File: src/utf8d_pkg.sv
package utf8d_pkg;

    localparam int unsigned CP_W = 21;

    localparam logic [2:0] ERR_NONE     = 3'd0;
    localparam logic [2:0] ERR_INVALID  = 3'd1;
    localparam logic [2:0] ERR_TRAIL    = 3'd2;
    localparam logic [2:0] ERR_OVERLONG = 3'd3;
    localparam logic [2:0] ERR_EARLY    = 3'd4;

    typedef struct packed {
        logic [7:0] in_byte;
        logic       string_end;
    } item_t;

    typedef struct packed {
        logic [CP_W-1:0] scalar;
        logic [2:0]      error;
        logic            at_end;
    } result_t;

    typedef struct packed {
        logic [CP_W-1:0] accumulator;
        logic [2:0]      seq_length;
        logic [2:0]      bytes_held;
        logic            trail_bad;
        logic            error_lock;
    } dec_state_t;

endpackage

File: src/utf8d_step.sv
module utf8d_step (
    input  utf8d_pkg::dec_state_t state,
    input  utf8d_pkg::item_t      item,
    output utf8d_pkg::dec_state_t state_next,
    output logic                  result_valid,
    output utf8d_pkg::result_t    result
);
    import utf8d_pkg::*;

    function automatic logic [2:0] judge(input logic [CP_W-1:0] cp, input logic [2:0] len,
                                         input logic bad);
        logic [2:0] need;
        begin
            if (cp < 21'h80)
                need = 3'd1;
            else if (cp < 21'h800)
                need = 3'd2;
            else if (cp < 21'h10000)
                need = 3'd3;
            else
                need = 3'd4;
            if (bad)
                judge = ERR_TRAIL;
            else if (need != len)
                judge = ERR_OVERLONG;
            else if (cp > 21'h10FFFF || (cp >= 21'hD800 && cp <= 21'hDFFF))
                judge = ERR_INVALID;
            else
                judge = ERR_NONE;
        end
    endfunction

    logic [7:0]      b;
    logic            last;
    logic [2:0]      lead_len;
    logic [CP_W-1:0] lead_bits;
    logic [CP_W-1:0] acc_grow;
    logic [2:0]      held_grow;
    logic            bad_grow;
    logic            done;
    logic [2:0]      err;
    logic [CP_W-1:0] cp;

    assign b         = item.in_byte;
    assign last      = item.string_end;
    assign acc_grow  = {state.accumulator[CP_W-7:0], b[5:0]};
    assign held_grow = state.bytes_held + 3'd1;
    assign bad_grow  = state.trail_bad | (b[7:6] != 2'b10);

    // lead byte class
    always_comb
    begin
        priority if (b[7] == 1'b0)
        begin
            lead_len  = 3'd1;
            lead_bits = {{(CP_W-7){1'b0}}, b[6:0]};
        end
        else if (b[7:5] == 3'b110)
        begin
            lead_len  = 3'd2;
            lead_bits = {{(CP_W-5){1'b0}}, b[4:0]};
        end
        else if (b[7:4] == 4'b1110)
        begin
            lead_len  = 3'd3;
            lead_bits = {{(CP_W-4){1'b0}}, b[3:0]};
        end
        else if (b[7:3] == 5'b11110)
        begin
            lead_len  = 3'd4;
            lead_bits = {{(CP_W-3){1'b0}}, b[2:0]};
        end
        else
        begin
            lead_len  = 3'd0;
            lead_bits = '0;
        end
    end

    always_comb
    begin
        state_next = state;
        done       = 1'b0;
        err        = ERR_NONE;
        cp         = '0;

        if (state.error_lock)
        begin
            if (last)
                state_next = '0;
        end
        else if (state.bytes_held == 3'd0)
        begin
            priority if (lead_len == 3'd0)
            begin
                done = 1'b1;
                err  = ERR_INVALID;
            end
            else if (lead_len == 3'd1)
            begin
                done = 1'b1;
                cp   = lead_bits;
            end
            else if (last)
            begin
                done = 1'b1;
                err  = ERR_EARLY;
            end
            else
            begin
                state_next.accumulator = lead_bits;
                state_next.seq_length  = lead_len;
                state_next.bytes_held  = 3'd1;
                state_next.trail_bad   = 1'b0;
            end
        end
        else
        begin
            priority if (held_grow >= state.seq_length)
            begin
                done = 1'b1;
                err  = judge(acc_grow, state.seq_length, bad_grow);
                cp   = acc_grow;
            end
            else if (last)
            begin
                done = 1'b1;
                err  = ERR_EARLY;
            end
            else
            begin
                state_next.accumulator = acc_grow;
                state_next.bytes_held  = held_grow;
                state_next.trail_bad   = bad_grow;
            end
        end

        if (done)
        begin
            state_next.accumulator = '0;
            state_next.seq_length  = '0;
            state_next.bytes_held  = '0;
            state_next.trail_bad   = 1'b0;
            if (err != ERR_NONE)
            begin
                cp = '0;
                state_next.error_lock = !last;
            end
        end

        result_valid  = done;
        result.scalar = cp;
        result.error  = err;
        result.at_end = last;
    end

endmodule

File: src/utf8_stream_decoder.sv
// utf8_stream_decoder: streaming utf-8 to code point decoder
//
// item channel: one byte per transfer with string_end marking the final byte
// of a string. result channel: one code point, error code and at_end flag per
// transfer. bytes that only extend a sequence, and bytes dropped after an
// error up to the end of the string, give no result.
//
// a byte is taken into the input register, and its result, if any, then moves
// from the decode step into the output register.
// throughput: one byte per cycle while the output is not stalled, set by the
// combinational decode step between the input register and the output register.
//
// reset clears the valid flags of both registers, the collection state and the error lock.
// while the output register holds a result and result_stall is high, the byte
// in the input register waits and item_stall rises if that register is full;
// nothing is lost or repeated.
module utf8_stream_decoder (
    input  logic               clk,
    input  logic               rst_n,
    input  logic               item_valid,
    output logic               item_stall,
    input  utf8d_pkg::item_t   item,
    output logic               result_valid,
    input  logic               result_stall,
    output utf8d_pkg::result_t result
);
    import utf8d_pkg::*;

    logic       in_valid_reg, in_valid_next;
    item_t      in_item_reg;
    logic       out_valid_reg, out_valid_next;
    result_t    out_item_reg;
    dec_state_t state_reg, state_next;

    dec_state_t step_state;
    logic       step_valid;
    result_t    step_result;
    logic       out_free;
    logic       advance;
    logic       take;

    utf8d_step u_step (
        .state        (state_reg),
        .item         (in_item_reg),
        .state_next   (step_state),
        .result_valid (step_valid),
        .result       (step_result)
    );

    assign out_free   = !out_valid_reg || !result_stall;
    assign advance    = in_valid_reg && out_free;
    assign item_stall = in_valid_reg && !out_free;
    assign take       = item_valid && !item_stall;

    always_comb
    begin
        in_valid_next = in_valid_reg;
        if (take)
            in_valid_next = 1'b1;
        else if (advance)
            in_valid_next = 1'b0;

        state_next = advance ? step_state : state_reg;

        out_valid_next = out_valid_reg;
        if (advance)
            out_valid_next = step_valid;
        else if (!result_stall)
            out_valid_next = 1'b0;
    end

    always_ff @(posedge clk or negedge rst_n)
    begin
        if (!rst_n)
        begin
            in_valid_reg  <= 1'b0;
            out_valid_reg <= 1'b0;
            state_reg     <= '0;
        end
        else
        begin
            in_valid_reg  <= in_valid_next;
            out_valid_reg <= out_valid_next;
            state_reg     <= state_next;
        end
    end

    always_ff @(posedge clk)
    begin
        if (take)
            in_item_reg <= item;
        if (advance && step_valid)
            out_item_reg <= step_result;
    end

    assign result_valid = out_valid_reg;
    assign result       = out_item_reg;

endmodule
File: config.mk
export PLATFORM = sky130hd
export DESIGN_NAME = utf8_stream_decoder
export DESIGN_NICKNAME = d
export VERILOG_FILES = /design/src/utf8d_pkg.sv /design/src/utf8d_step.sv /design/src/utf8_stream_decoder.sv
export SDC_FILE = /design/constraint.sdc
export NUM_CORES = 1
export LEC_CHECK = 0
export ABC_AREA = 1
export BUFFER_PORTS_ARGS = -buffer_cell sky130_fd_sc_hd__buf_2
export CORE_ASPECT_RATIO = 1.5
export CORE_UTILIZATION = 45
export CTS_CLUSTER_SIZE = 20
export DETAILED_ROUTE_END_ITERATION = 8
export GPL_ROUTABILITY_DRIVEN = 0
export PLACE_DENSITY = 0.66
export SLEW_MARGIN = 20
export SYNTH_ARGS = -nofsm -noshare
export SYNTH_HDL_FRONTEND = slang
export SYNTH_HIERARCHICAL = 1
export SYNTH_SLANG_ARGS = --single-unit
File: constraint.sdc
create_clock -name clk -period 3.2 [get_ports clk]
set_clock_uncertainty 0.15 [all_clocks]
set_input_delay 0 -clock clk [delete_from_list [all_inputs] [get_ports clk]]
set_output_delay 0 -clock clk [all_outputs]
set_load 0.1 [all_outputs]
==> results.yml <==
timing:
  timing.slew.headroom_pct: 53.8
  grt_setup_unrepaired: "false"
  sum_neg_setup_slack_ns: 0
  max_slew.worst_pin.slew_ns: 0.691
  final_period_util_pct: 91.9
  achievable-frequency_mhz: 340
  finalHoldViolCount: 0
  whs_ns: 0.0161
  setup_viol_count_final: 0
  period_needed_ns: 2.94
  timing.final.max_slew_violations: 0
clocking:
  path_clk_slew_ns: 0.07
  clk_path_buf_depth: 2
  cts_num_sinks: 59
  worstSkewPairLatency_ns: 0.34
  tritoncts: "yes"
  post-cts-setup-buffers: 0
  clock-root-buffer: "sky130_fd_sc_hd__clkbuf_8"
  cts_max_level: 3
  cts_buffers: 9
final_layout:
  antenna_cells: 0
  fin_util_pct: 55.9
  area.sequential_sq_um: 1650
  drive_gt1_share_pct: 25.0
  layout-area-overhead-vs-synth_pct: 19.5
  number_of_fillers_in_the_final_layout: 697
  finalNetCount: 483
  flip_flop_count_of_the_largest_register_after_layout: 25
  multiInputGateArea_sq_um: 1450
critical_path:
  worst-setup-path-type: "reg -> reg"
  cp_slowest_cell: "sky130_fd_sc_hd__dfrtp_1"
  cp_slowest_stage_delay_ns: 0.41
  required_ns: 3.14
  worstPathMaxFanout: 14
  cp_data_arrival_time_ns: 2.88
  reg2regPathDepth: 15
  timing.critical_path.cells: "ha_1, xor2_1, ha_1, nand2_1, nor2_1, a211oi_1, nand2_1, buf_4, nand2_1, nand2_1, nor2_1, a21oi_2, nand2_2, buf_12, nor2_2"
  cp-end-kind: "flip-flop"
  crit_path_frequent_cell: "sky130_fd_sc_hd__nand2_1"
  worst_setup_path_start_kind: "flip-flop"
routing:
  detailed_route_iter0_violations: 264
  wl_met3_microns: 387
  antenna_left: 0
  detailroute.via_count: 2898
  highest-signal-layer: "met4"
  detailroute.wirelength.met2_mm: 4.26
  drt-pass1-iter-count: 4
  post_drt_via_cell_ratio: 5.10
  post_drt_wl_per_cell_microns: 14.4
  wirelength_mm: 8.16
  number_of_remaining_drc_errors: 0
  route.layer.met1.wl_mm: 3.20
global_routing:
  wire_length_of_the_first_global_routing_pass_mm: 13.5
  gr-usage-all-layers_pct: 23.1
  grt_pass1_vias: 2808
  grt-ovfl-total: 0
  grt_max_degree: 28
  grt_antenna_before_repair: 0
logic_synthesis:
  synthesis.area_sq_um: 3380
  synth_warnings: 6
  syn_area_per_cell_sq_um: 8.38
  net_count_after_synthesis: 423
  syn_inst: 403
floorplan:
  die_height_microns: 108
  dieWidth_microns: 72.7
  floorplan.io_pins: 40
  num_rows: 38
  die_area_sq_um: 7860
  floorplan.core_area_sq_um: 7230
  start_util_pct: 46.7
outcome:
  result_of_the_run: "completed"
place:
  port_buffers: 39
  dp_hpwl_mm: 5.95
worst_hold_path:
  type_of_the_tightest_min_delay_check: "in -> reg"
  worstHoldPathCells: 4
run:
  maxCapViolCount: 0
power:
  irDropWorstVdd_v: 0.000435
  power.density_cell_area_nw_per_um2: 904
  cellLeakagePower_nw: 1.90
-- metrics by stage --
step	instance area, sq um	total power, mW	cells	setup WS (ns)
after CTS	4040	3.66	568	0.254
final	4040	3.65	568	0.261
after global routing	4040	3.85	568	0.0771
after detailed placement	3740	3.00	541	0.0103
after floorplan	3380	2.61	403	0.248
after global placement	3740	2.98	541	0.0944
-- routing by layer --
metal | vias up | track usage [%]
met3 | 30 | 4.94
met2 | 102 | 40.7
met4 | 0 | 12.2
li1 | 1432 | -
met5 | - | 0
met1 | 1334 | 25.7
-- final timing paths --
check	startpoint	slack (ns)	endpoint
min	result_stall	0.02	result_valid$_DFFE_PN0P_
max reg2reg	state_reg[2]$_DFFE_PN0P_	0.26	result[20]$_DFFE_PP_
max in group asynchronous	rst_n	2.47	state_reg[19]$_DFFE_PN0P_
min reg2reg	state_reg[3]$_DFFE_PN0P_	0.35	state_reg[3]$_DFFE_PN0P_
max	state_reg[2]$_DFFE_PN0P_	0.26	result[20]$_DFFE_PP_
min in group asynchronous	rst_n	0.04	in_valid_reg$_DFFE_PN0P_
-- report_power, final --
group	total (mW)	internal (mW)	switching, mW
clock	0.640	0.358	0.282
combinational	1.91	0.444	1.47
sequential	1.10	0.997	0.0998
-- cell usage in the layout, fill, tap and decap left out, types with 2 or more instances in the layout --
| cell type | instances |
|---|---|
| sky130_fd_sc_hd__nand3_1 | 35 |
| sky130_fd_sc_hd__nand2_4 | 3 |
| sky130_fd_sc_hd__nand2_2 | 8 |
| sky130_fd_sc_hd__clkbuf_1 | 4 |
| sky130_fd_sc_hd__o31ai_1 | 2 |
| sky130_fd_sc_hd__edfxtp_1 | 34 |
| sky130_fd_sc_hd__nand2_1 | 116 |
| sky130_fd_sc_hd__o21ai_0 | 17 |
| sky130_fd_sc_hd__nor2_2 | 22 |
| sky130_fd_sc_hd__nor2_4 | 4 |
| sky130_fd_sc_hd__clkbuf_8 | 9 |
| sky130_fd_sc_hd__a21oi_1 | 14 |
| sky130_fd_sc_hd__buf_4 | 18 |
| sky130_fd_sc_hd__a22o_1 | 2 |
| sky130_fd_sc_hd__inv_2 | 4 |
| sky130_fd_sc_hd__nor2_1 | 23 |
| sky130_fd_sc_hd__inv_1 | 39 |
| sky130_fd_sc_hd__clkinv_2 | 2 |
| sky130_fd_sc_hd__o21ai_1 | 3 |
| sky130_fd_sc_hd__dlygate4sd3_1 | 11 |
| sky130_fd_sc_hd__nand3_2 | 2 |
| sky130_fd_sc_hd__ha_1 | 7 |
| sky130_fd_sc_hd__dfrtp_1 | 25 |
| sky130_fd_sc_hd__o211ai_1 | 4 |
| sky130_fd_sc_hd__o32ai_1 | 3 |
| sky130_fd_sc_hd__buf_2 | 39 |
-- timing repair --
| action | in CTS | in global routing |
|---|---|---|
| endpoints found under the setup margin | 25 | 0 |
| hold buffers | 11 | 0 |
| gates resized for setup | 1 | 0 |
| endpoints found under the hold margin | 35 | 0 |
-- critical path, delay by kind of cell (launching register included) --
family	cells	cell delay, ns
adder cells (fa/ha/maj)	2	0.52
XOR/XNOR	1	0.20
buffers and inverters	2	0.36
AND/OR/NAND/NOR	8	0.82
flip-flops	1	0.41
AO/OA/AOI/OAI	2	0.21
-- cell type report --
class                      count  area share, %
timing repair buffer          69           11.4
tap                          100           3.10
clock buffer                  13           3.44
inverter                      45           4.31
multi-input combinational    279           36.0
sequential                    59           40.8
clock inverter                 3          0.992
Note: power is estimated with default switching activity, not from simulation.
